==> config.mk <==
export PLATFORM = sky130hd
export DESIGN_NAME = least_loaded_server_selector
export DESIGN_NICKNAME = d
export VERILOG_FILES = /design/src/rtl/core/llss_pkg.sv /design/src/rtl/core/llss_store.sv /design/src/rtl/core/least_loaded_server_selector.sv
export VERILOG_INCLUDE_DIRS = /design/src /design/src/rtl/core
export SDC_FILE = /design/constraint.sdc
export NUM_CORES = 1
export LEC_CHECK = 0
export BUFFER_PORTS_ARGS = -buffer_cell sky130_fd_sc_hd__buf_2
export CORE_UTILIZATION = 56
export CTS_CLUSTER_DIAMETER = 200
export DETAILED_ROUTE_END_ITERATION = 8
export MAX_ROUTING_LAYER = met4
export PLACE_DENSITY = 0.85
export REMOVE_ABC_BUFFERS = 1
export SLEW_MARGIN = 0
export SYNTH_ARGS = -nofsm -noshare
export SYNTH_HDL_FRONTEND = slang
export SYNTH_SLANG_ARGS = --single-unit
==> constraint.sdc <==
create_clock -name clk -period 5.45 [get_ports clk]
set_input_delay 1.09 -clock clk [delete_from_list [all_inputs] [get_ports clk]]
set_output_delay 1.09 -clock clk [all_outputs]
set_load 0.05 [all_outputs]
==> src/rtl/core/least_loaded_server_selector_assert.svh <==
// Assertion macros for the RTL of the server selector.
`ifndef LEAST_LOADED_SERVER_SELECTOR_ASSERT_SVH
`define LEAST_LOADED_SERVER_SELECTOR_ASSERT_SVH

`ifndef SYNTHESIS

`define LLSS_ASSERT(lbl, clk, rst_n, prop) \
	lbl: assert property (@(posedge clk) disable iff (!rst_n) prop) \
		else $error("llss assertion failed");

`define LLSS_NEVER(lbl, clk, rst_n, cond) \
	lbl: assert property (@(posedge clk) disable iff (!rst_n) !(cond)) \
		else $error("llss forbidden condition seen");

`else

`define LLSS_ASSERT(lbl, clk, rst_n, prop)

`define LLSS_NEVER(lbl, clk, rst_n, cond)

`endif

`endif

==> src/rtl/core/llss_pkg.sv <==
`default_nettype none

package llss_pkg;

	localparam int MAX_SERVERS = 16;
	localparam int SLOT_W      = (MAX_SERVERS > 1) ? $clog2(MAX_SERVERS) : 1;

	localparam logic [1:0] MODE_UPDATE = 2'd0;
	localparam logic [1:0] MODE_REMOVE = 2'd1;
	localparam logic [1:0] MODE_SELECT = 2'd2;

	localparam logic [1:0] ST_OK   = 2'd0;
	localparam logic [1:0] ST_MISS = 2'd1;
	localparam logic [1:0] ST_FULL = 2'd2;

	localparam logic [31:0] COUNT_BLOCKED = 32'hFFFF_FFFF;

	typedef struct packed {
		logic [1:0]  mode;
		logic [31:0] server_id;
		logic [31:0] new_count;
	} req_t;

	typedef struct packed {
		logic [1:0]  status;
		logic [31:0] chosen_id;
		logic [31:0] chosen_count;
	} rsp_t;

	typedef struct packed {
		logic [31:0] server_id;
		logic [31:0] count;
	} entry_t;

	typedef struct packed {
		logic              en;
		logic [SLOT_W-1:0] addr;
		entry_t            data;
		logic              set_valid;
		logic              clr_valid;
	} wr_req_t;

endpackage

`default_nettype wire

==> src/rtl/core/llss_store.sv <==
`default_nettype none

module llss_store (
	input  wire logic                             clk,
	input  wire logic                             arst_n,
	input  wire logic                             rd_en,
	input  wire logic [llss_pkg::SLOT_W-1:0]      rd_addr,
	output      llss_pkg::entry_t                 rd_data,
	output      logic [llss_pkg::MAX_SERVERS-1:0] valid,
	input  wire llss_pkg::wr_req_t                wr
);
	import llss_pkg::*;

	entry_t mem [MAX_SERVERS];

	always_ff @(posedge clk) begin
		if (wr.en) begin
			mem[wr.addr] <= wr.data;
		end
		if (rd_en) begin
			rd_data <= mem[rd_addr];
		end
	end

	always_ff @(posedge clk or negedge arst_n) begin
		if (!arst_n) begin
			valid <= '0;
		end else if (wr.set_valid) begin
			valid[wr.addr] <= 1'b1;
		end else if (wr.clr_valid) begin
			valid[wr.addr] <= 1'b0;
		end
	end

endmodule

`default_nettype wire

==> src/rtl/core/least_loaded_server_selector.sv <==
// Channel   Direction  Handshake                 Beat
// request   in         start high, busy low      req   (mode, server_id, new_count)
// result    out        done strobe, one cycle    rsp   (status, chosen_id, chosen_count)
//
// Every request runs a scan over the slot memory, one read a cycle through its single
// read port, then passes the drain and finish states before the result strobe.
// Busy is high from the cycle after acceptance until the result strobe rises, so the
// next request can be accepted at the edge that ends the strobe.
// Reset clears the valid bits and the controller; slot contents stay as they were.
// The receiver cannot stall, so each result beat is present for exactly one cycle.
`default_nettype none

module least_loaded_server_selector (
	input  wire logic           clk,
	input  wire logic           arst_n,
	input  wire logic           start,
	output      logic           busy,
	input  wire llss_pkg::req_t req,
	output      logic           done,
	output      llss_pkg::rsp_t rsp
);
	import llss_pkg::*;

`include "least_loaded_server_selector_assert.svh"

	typedef enum logic [1:0] {
		S_IDLE,
		S_SCAN,
		S_DRAIN,
		S_FINISH
	} state_t;

	localparam logic [SLOT_W-1:0] LAST_SLOT = SLOT_W'(MAX_SERVERS - 1);

	state_t                  state_q;
	logic [SLOT_W-1:0]       addr_q;
	logic                    rd_s1;
	logic [SLOT_W-1:0]       idx_s1;
	req_t                    req_q;

	logic                    find_hit_q;
	logic [SLOT_W-1:0]       find_slot_q;
	logic [31:0]             find_count_q;
	logic                    free_hit_q;
	logic [SLOT_W-1:0]       free_slot_q;
	logic                    best_hit_q;
	logic [SLOT_W-1:0]       best_slot_q;
	logic [31:0]             best_count_q;
	logic [31:0]             best_id_q;

	entry_t                  rd_data;
	logic [MAX_SERVERS-1:0]  valid_vec;
	wr_req_t                 wr;
	rsp_t                    rsp_d;
	logic                    accept;
	logic                    slot_v;

	assign accept = start && !busy;
	assign busy   = (state_q != S_IDLE);
	assign slot_v = valid_vec[idx_s1];

	llss_store u_store (
		.clk     (clk),
		.arst_n  (arst_n),
		.rd_en   (state_q == S_SCAN),
		.rd_addr (addr_q),
		.rd_data (rd_data),
		.valid   (valid_vec),
		.wr      (wr)
	);

	always_comb begin
		wr              = '0;
		rsp_d.status    = ST_MISS;
		rsp_d.chosen_id = req_q.server_id;
		rsp_d.chosen_count = '0;
		case (req_q.mode)
			MODE_UPDATE: begin
				if (find_hit_q) begin
					wr.en   = 1'b1;
					wr.addr = find_slot_q;
				end else if (free_hit_q) begin
					wr.en        = 1'b1;
					wr.addr      = free_slot_q;
					wr.set_valid = 1'b1;
				end
				wr.data.server_id = req_q.server_id;
				wr.data.count     = req_q.new_count;
				if (find_hit_q || free_hit_q) begin
					rsp_d.status       = ST_OK;
					rsp_d.chosen_count = req_q.new_count;
				end else begin
					rsp_d.status = ST_FULL;
				end
			end
			MODE_REMOVE: begin
				if (find_hit_q) begin
					wr.addr            = find_slot_q;
					wr.clr_valid       = 1'b1;
					rsp_d.status       = ST_OK;
					rsp_d.chosen_count = find_count_q;
				end
			end
			MODE_SELECT: begin
				wr.addr           = best_slot_q;
				wr.data.server_id = best_id_q;
				wr.data.count     = best_count_q + 32'd1;
				if (best_hit_q) begin
					wr.en              = 1'b1;
					rsp_d.status       = ST_OK;
					rsp_d.chosen_id    = best_id_q;
					rsp_d.chosen_count = best_count_q + 32'd1;
				end else begin
					rsp_d.chosen_id = '0;
				end
			end
			default: begin
			end
		endcase
		if (state_q != S_FINISH) begin
			wr.en        = 1'b0;
			wr.set_valid = 1'b0;
			wr.clr_valid = 1'b0;
		end
	end

	always_ff @(posedge clk or negedge arst_n) begin
		if (!arst_n) begin
			state_q <= S_IDLE;
			addr_q  <= '0;
			rd_s1   <= 1'b0;
			done    <= 1'b0;
			rsp     <= '0;
		end else begin
			done  <= 1'b0;
			rd_s1 <= (state_q == S_SCAN);
			case (state_q)
				S_IDLE: begin
					addr_q <= '0;
					if (accept) begin
						state_q <= S_SCAN;
					end
				end
				S_SCAN: begin
					addr_q <= addr_q + SLOT_W'(1);
					if (addr_q == LAST_SLOT) begin
						state_q <= S_DRAIN;
					end
				end
				S_DRAIN: begin
					state_q <= S_FINISH;
				end
				S_FINISH: begin
					done    <= 1'b1;
					rsp     <= rsp_d;
					state_q <= S_IDLE;
				end
				default: begin
					state_q <= S_IDLE;
				end
			endcase
		end
	end

	always_ff @(posedge clk) begin
		idx_s1 <= addr_q;
		if (accept) begin
			req_q        <= req;
			find_hit_q   <= 1'b0;
			free_hit_q   <= 1'b0;
			best_hit_q   <= 1'b0;
			best_count_q <= COUNT_BLOCKED;
		end else if (rd_s1) begin
			if (slot_v && !find_hit_q && rd_data.server_id == req_q.server_id) begin
				find_hit_q   <= 1'b1;
				find_slot_q  <= idx_s1;
				find_count_q <= rd_data.count;
			end
			if (!slot_v && !free_hit_q) begin
				free_hit_q  <= 1'b1;
				free_slot_q <= idx_s1;
			end
			if (slot_v && rd_data.count < best_count_q) begin
				best_hit_q   <= 1'b1;
				best_slot_q  <= idx_s1;
				best_count_q <= rd_data.count;
				best_id_q    <= rd_data.server_id;
			end
		end
	end

	`LLSS_ASSERT(a_accept_busy, clk, arst_n, accept |=> busy)
	`LLSS_ASSERT(a_done_idle, clk, arst_n, done |-> (state_q == S_IDLE))
	`LLSS_NEVER(a_write_outside_finish, clk, arst_n,
		(wr.en || wr.set_valid || wr.clr_valid) && (state_q != S_FINISH))
	`LLSS_NEVER(a_read_return_late, clk, arst_n,
		rd_s1 && (state_q == S_IDLE || state_q == S_FINISH))

endmodule

`default_nettype wire
== Word-level counts from Yosys, hierarchy flattened ==
Memory sizes are Yosys's and may differ from the RTL's. A register that Yosys moved wholly into a read port is not among the register bits.
Index checks and enable logic that the tools add are counted.

* Register bits: 271
* RAM bits: 1024
* Bits of input ports: 69
* Output and inout port bits: 68
* Logic and storage cells: 102
* Memories kept: 1

* $add $sub $neg: 2
* Order comparisons: 4
* Equality and inequality tests: 10
* Muxes and demuxes: 37
* Bitwise operators: 4
* Reduce and logical (&&, ||, !) cells: 23

{| class="wikitable"
|+ Memory list
! name !! depth !! width !! rd ports !! clocked after memory_dff !! wr ports !! RTL line !! text
|-
| u_store.mem || 16 || 64 || 1 || 1 || 1 || llss_store.sv:14 || <nowiki>entry_t mem [MAX_SERVERS];</nowiki>
|}

{| class="wikitable"
|+ Operators by type and width
! cell !! count
|-
| two-way mux 32 bit || 5
|-
| one-hot mux 64 bit (2 select lines) || 1
|-
| one-hot mux 32 bit (3 select lines) || 1
|-
| adder 32 x 1 -> 32 bit (second input constant) || 1
|-
| equality test 32 bit || 1
|-
| < comparator 32 bit || 1
|-
| two-way mux 16 bit || 2
|-
| bitwise AND 16 bit || 1
|-
| inverter 16 bit || 1
|-
| OR 16 bit || 1
|-
| two-way mux 1 bit || 14
|-
| one-hot mux 4 bit (3 select lines) || 1
|-
| < comparator 4 x 5 -> 1 bit (second input constant) || 2
|-
| two-way mux 5 bit || 2
|-
| AND reduction 3 bit || 3
|-
| two-way mux 2 bit || 4
|-
| one-hot mux 2 bit (4 select lines) || 1
|-
| one-hot mux 4 bit (2 select lines) || 1
|-
| AND reduction 2 bit || 4
|-
| equality test 2 bit (second input constant) || 3
|-
| logical AND 1 bit || 6
|-
| != test 2 bit (second input constant) || 3
|-
| one-hot mux 2 bit (3 select lines) || 1
|-
| nonzero test 2 bit || 3
|-
| 12 further kinds || 17
|}

== Longest topological paths before layout ==
* Depth in word-level cells: 11
* Gate-level depth with buffers: 10
* Mapped depth without buffers: 8

== By module ==
From an unflattened synthesis, not the netlist that was laid out.

* Cells, all modules: 2766
* Area, all modules: 52724.3 um^2

{| class="wikitable"
|+ By module, submodules not included
! module !! times used !! cells each !! area an instance (um^2) !! sequential area each (um^2)
|-
| llss_store || 1 || 1713 || 40873.0 || 33071.7
|-
| least_loaded_server_selector || 1 || 1053 || 11851.4 || 6896.6
|}

== Worst setup path before layout ==
OpenSTA, ideal clock, no wires.

* Kind: input-to-reg
* Start: input start
* End: register find_count_q[0] (enable)
* Setup time: 0.523 ns
* Data arrival time: 5.234 ns
* Required time: 4.927 ns
* Slack: -0.306 ns
* Stages on the path: 5
* Path buffers: 0
* Cell sequence: nand2_1 nand2_1 nor4_1 nand4_1 nor4_1

* Cells in the longest elaborated chain, start to end: 3

{| class="wikitable"
|+ RTL lines
! item !! RTL line !! text
|-
| from (decl) || least_loaded_server_selector.sv:16 || <nowiki>input wire logic start,</nowiki>
|-
| logical AND 1 bit || least_loaded_server_selector.sv:58 || <nowiki>assign accept = start && !busy;</nowiki>
|-
| inverter 1 bit (no source line) || -- ||
|-
| AND reduction 3 bit (no source line) || -- ||
|-
| to (signal assigned) || least_loaded_server_selector.sv:177 || <nowiki>find_count_q <= rd_data.count;</nowiki>
|-
| to (decl) || least_loaded_server_selector.sv:43 || <nowiki>logic [31:0] find_count_q;</nowiki>
|}

Every way passes these cells.
A chain may end at the register's enable or synchronous reset.

== Final worst setup path ==
* Start: register req_q[65] (netlist bit)
* End: memory u_store.mem[13][20] (netlist bit) (enable)

* Cells in the longest elaborated chain, start to end: 5
* Elaborated cells on any way between the ends: 8
* Classes of those cells: 2 x eq/ne; 5 x mux; 1 x reduce/logical

{| class="wikitable"
|+ RTL lines
! item !! RTL line !! text
|-
| from (decl) || least_loaded_server_selector.sv:39 || <nowiki>req_t req_q;</nowiki>
|-
| from (signal assigned) || least_loaded_server_selector.sv:168 || <nowiki>req_q <= req;</nowiki>
|-
| equality test 2 bit / logical NOT 2 bit (equally long branches) || least_loaded_server_selector.sv:77 || <nowiki>case (req_q.mode)</nowiki>
|-
| one-hot mux 1 bit (2 select lines) || least_loaded_server_selector.sv:77 ||
|-
| two-way mux 1 bit || least_loaded_server_selector.sv:120 || <nowiki>if (state_q != S_FINISH) begin</nowiki>
|-
| two-way mux 1 bit || llss_store.sv:17 || <nowiki>if (wr.en) begin</nowiki>
|-
| two-way mux 1 bit (not written as such) || llss_store.sv:18 || <nowiki>mem[wr.addr] <= wr.data;</nowiki>
|-
| to (decl) || llss_store.sv:14 ||
|}

Parallel ways exist; a longest one is shown, timed or not.

==> flow_results.org <==
** Power
- Leakage power total :: around 0.02 uW
- Cell Pwr Density :: 522 nW/um^2
- Worst supply voltage drop on vdd :: between 300 and 400 uV

** Global route
- The initial antenna violation count was 3.
- Busiest metal layer after global routing :: met2
- Overall routing resource usage :: 0.326
- For this run, global-route usage on met1 was measured as 0.401.
- Largest net degree at the start of global routing :: 91
- Residual overflow from global routing :: 0
- For met3 alone, demand over resource in global routing was 0.0879.
- Global-route wire length before repair :: 214000 um
- For met2 alone, demand over resource in global routing was 0.507.
- The via count of the first global-routing pass came to 30.6k.

** STA
- After routing, the total negative slack on setup checks comes to 0 ns.
- RSZ-0062 raised after global routing :: no
- Transition time of the tightest slew-check pin :: 1.37 ns
- Achievable clock frequency :: 227 MHz
- Setup violations remaining at the end of the flow were counted as 0.
- Final max-slew violation count :: 0
- Worst hold slack :: 0.450 ns
- Between clock sinks in the finished design, the worst skew comes to 0.0452 ns.
- Relative slew slack :: 0.0847
- Worst-case setup margin in the final layout :: ~1.0 ns
- The count of endpoints failing hold in the final timing report was 0.
- Final worst path period share :: 0.810
- Final worst path period need :: roughly 4.4 ns

** Synthesis
- After synthesis, the cell types taking the most area are sky130_fd_sc_hd__edfxtp_1 70%, sky130_fd_sc_hd__mux4_2 14%, sky130_fd_sc_hd__dfrtp_1 4.2%.
- The share of synthesized area in the top cell type comes to 0.696.
- Average footprint of a synthesized cell :: 20.1 sq um
- Warnings from Yosys :: 0
- Synth Instances :: between 2k and 3k
- After synthesis the netlist holds a flip-flop and latch count of 1359.
- Top FF cell, synth :: sky130_fd_sc_hd__edfxtp_1
- The synthesized design contains 1230 enable-type register cells.
- Counting distinct cell types in the post-synthesis netlist gives between 60 and 70.
- Netlist Area Pre-Place :: about 53000 sq um
- Of all cell types, the one taking the most synthesized area is sky130_fd_sc_hd__edfxtp_1.
- Of all flip-flops after synthesis, the portion carrying an async set or reset was 0.0662.
- Share of synthesized area occupied by flip-flops and latches :: 0.753

** Worst setup path
- Critical Path Max Stage Delay :: 0.84 ns
- Walking the worst path, the cells encountered are inv_1 > a21o_1 > a222oi_1 > nand2_1 > nor2_4 > buf_4.
- Startpoint of the worst setup timing path :: req_q[65]
- At the worst endpoint, the required time is 5.80 ns.
- Crit path buffers/inverters :: 2
- On the critical path, the stage with the largest delay is an instance of sky130_fd_sc_hd__buf_4.
- Worst-path maximum fanout :: 51
- The kind of cell with the highest combined delay along the critical path is buffers and inverters.
- Type of destination of the critical path :: flip-flop
- Data arrives at the worst endpoint at approximately 4.8 ns.
- Critical Path Start Type :: flip-flop
- The worst setup path is of the flip-flop to flip-flop kind.
- FF-to-FF Start :: req_q[65]

** Placement
- The congestion estimate from routability-driven global placement came to between 0.9 and 1.
- Once placement finished, the instance area stood at 55600 sq um.
- Before CTS, the worst setup slack after placement is about 1.3 ns.
- Number of buffers added on ports :: 136
- Placed wire-length estimate :: 77800 um

** Drt
- Overall via count from detail_route :: 29.8k
- Dividing the detail-routed via count by the number of cells gives 7.07.
- Once detail routing completed, the nets flagged for antenna violations numbered 0.
- Routed Wire Length :: 149000 um
- Detailed-router iteration count before antenna repair :: 7
- In the routed design, unresolved DRC markers number 0.
- In the final routed layout, each cell accounts on average for 35.4 um.
- Violation count after the first detailed-routing iteration :: 5253

** Floorplanning
- IO Pins :: 137
- Initial cell density of the core :: 0.567
- Placeable core region :: about 94000 sq um
- Measured along the y axis, the die boundary spans 310 um.
- Full die area :: 96000 sq um
- The die is 310 um wide.
- FP Rows :: roughly 110

** CTS
- The clock reaches the later pin of the worst-skew pair after roughly 0.76 ns.
- After clock tree synthesis, the clock-pin slew on the worst setup and hold paths is 0.06 ns.
- Root buf cell :: sky130_fd_sc_hd__clkbuf_16
- The number of clock buffers added by TritonCTS is 134.
- The clock passes through at most 3 buffers.
- TritonCTS built the clock tree.
- Gates resized during post-CTS repair numbered 0.
- Number of hold buffers added after cts :: 0
- Num Clock Sinks :: ~1.4k
- Post-CTS setup buffer count :: 0
- The H-tree was split into 4 levels.

** Min path
- Hold/Removal Path Class :: input port to async pin

** Layout
- Fraction of final layout cells with drive strength greater than 1 :: 0.256
- Final instance area :: 59900 sq um
- From synthesis to final layout, the design area changed by 12.9%.
- For this run, the share of the core covered by cells in the final layout is 0.640.
- Nets :: 2949
- Counting the fill cells in the layout gives 5751.

** Flow run
- Max-cap violation count :: 0

** Outcome
- The run finished with clean final reports.
## cell type report
cell class                 count  area, sq um  area share
multi-input combinational   1095        12500       0.208
sequential                  1359        40000       0.668
antenna                        4         10.0    0.000167
clock buffer                 186         3750      0.0626
clock inverter                59          573     0.00957
inverter                      41          156     0.00261
tap                         1254         1570      0.0262
timing repair buffer         212         1370      0.0228
## cells in the mapped netlist, types with 13 or more instances
cell type                   instances
sky130_fd_sc_hd__inv_1             40
sky130_fd_sc_hd__mux2i_1           34
sky130_fd_sc_hd__a41oi_1           32
sky130_fd_sc_hd__nand2_1           98
sky130_fd_sc_hd__a21oi_1           24
sky130_fd_sc_hd__ha_1              37
sky130_fd_sc_hd__a211oi_1          16
sky130_fd_sc_hd__a31oi_1           32
sky130_fd_sc_hd__nor2_1           123
sky130_fd_sc_hd__buf_2             38
sky130_fd_sc_hd__xnor2_1           39
sky130_fd_sc_hd__a22oi_1           22
sky130_fd_sc_hd__o21ai_1           31
sky130_fd_sc_hd__o2bb2ai_1         19
sky130_fd_sc_hd__nand4_1           13
sky130_fd_sc_hd__clkbuf_1          96
sky130_fd_sc_hd__mux4_2           320
sky130_fd_sc_hd__o221ai_1          18
sky130_fd_sc_hd__dfrtp_1           90
sky130_fd_sc_hd__nor4_1            15
sky130_fd_sc_hd__edfxtp_1        1230
sky130_fd_sc_hd__nand3_1           67
sky130_fd_sc_hd__o21ai_0           43
sky130_fd_sc_hd__dfxtp_1           39
sky130_fd_sc_hd__xor2_1            24
## placed cells by master, fill, tap and decap left out, types with 34 or more instances in the layout
| cell | Yosys | routed |
|---|---|---|
| sky130_fd_sc_hd__edfxtp_1 | 1230 | 1230 |
| sky130_fd_sc_hd__mux4_2 | 320 | 320 |
| sky130_fd_sc_hd__clkbuf_16 | 0 | 140 |
| sky130_fd_sc_hd__buf_2 | 38 | 135 |
| sky130_fd_sc_hd__nor2_1 | 123 | 107 |
| sky130_fd_sc_hd__nand2_1 | 98 | 98 |
| sky130_fd_sc_hd__dfrtp_1 | 90 | 86 |
| sky130_fd_sc_hd__buf_4 | 0 | 68 |
| sky130_fd_sc_hd__nand3_1 | 67 | 67 |
| sky130_fd_sc_hd__o21ai_0 | 43 | 42 |
| sky130_fd_sc_hd__inv_1 | 40 | 40 |
| sky130_fd_sc_hd__xnor2_1 | 39 | 39 |
| sky130_fd_sc_hd__clkbuf_1 | 96 | 39 |
| sky130_fd_sc_hd__dfxtp_1 | 39 | 38 |
| sky130_fd_sc_hd__ha_1 | 37 | 35 |
| sky130_fd_sc_hd__mux2i_1 | 34 | 34 |
## cells by family (layout without fill, tap and decap cells)
logic type	count (synthesis)	in the layout	share of synthesized area
other	0	4	0
buffers and inverters	188	498	0.0148
adders and majority gates	37	37	0.00873
DFF	1359	1359	0.753
muxes	360	360	0.145
and+or+nand+nor	362	362	0.0322
xor gates and xnor gates	63	63	0.0104
AOI/OAI and AO/OA	273	273	0.0357
## through the flow
step | total power (uW) | cells
finish | 31300 | 4210
CTS | 31200 | 4205
floorplan | 19400 | 2495
global placement | 21400 | 3960
global route | 32100 | 4209
detailed placement | 21800 | 3960
## worst register-to-register path, stage by stage, from the launching register on
cell and delay [ns]:
sky130_fd_sc_hd__edfxtp_1 0.74, sky130_fd_sc_hd__inv_1 0.30, sky130_fd_sc_hd__a21o_1 0.30, sky130_fd_sc_hd__a222oi_1 0.83
sky130_fd_sc_hd__nand2_1 0.35, sky130_fd_sc_hd__nor2_4 0.54, sky130_fd_sc_hd__buf_4 0.85
## flip-flops by register name (all words and copies together), names as in the netlist, named ones only
register and flops:
rd_s1 1, u_store.mem 1024, find_count_q 32, find_hit_q 1, find_slot_q 4, free_hit_q 1
req_q 66, best_id_q 32, rsp 66, best_slot_q 4, state_q 2, best_hit_q 1
done 1, u_store.rd_data 64, addr_q 4, best_count_q 32, free_slot_q 4, idx_s1 4
## layer usage
layer | wire [um] | part of all wire | up-vias
met3 | 18200 | 0.12 | 552
met4 | 7610 | 0.051 | 0
met1 | 50100 | 0.34 | 15088
li1 | - | - | 11298
met2 | 73200 | 0.49 | 2834
met5 | 0 | 0 | -
## path summary, 6_finish.rpt
check / to / slack (ns) / cells past startpoint
worst max-delay path: u_store.mem[13][20] / 1.04 / 6
worst min-delay path: rsp[31] / 0.45 / 1
worst max register to register: u_store.mem[13][20] / 1.04 / 6
worst min register to register: best_id_q[9] / 0.47 / 0
max in group asynchronous: rsp[26] / 3.75 / 2
min in group clk: best_id_q[9] / 0.47 / 0
## where the power goes
group | switching (uW) | internal [uW] | total (uW)
clock network | 4000 | 5260 | 9260
registers | 870 | 13000 | 13900
logic | 5250 | 2920 | 8170
Note: power is estimated with default switching activity, not from simulation.
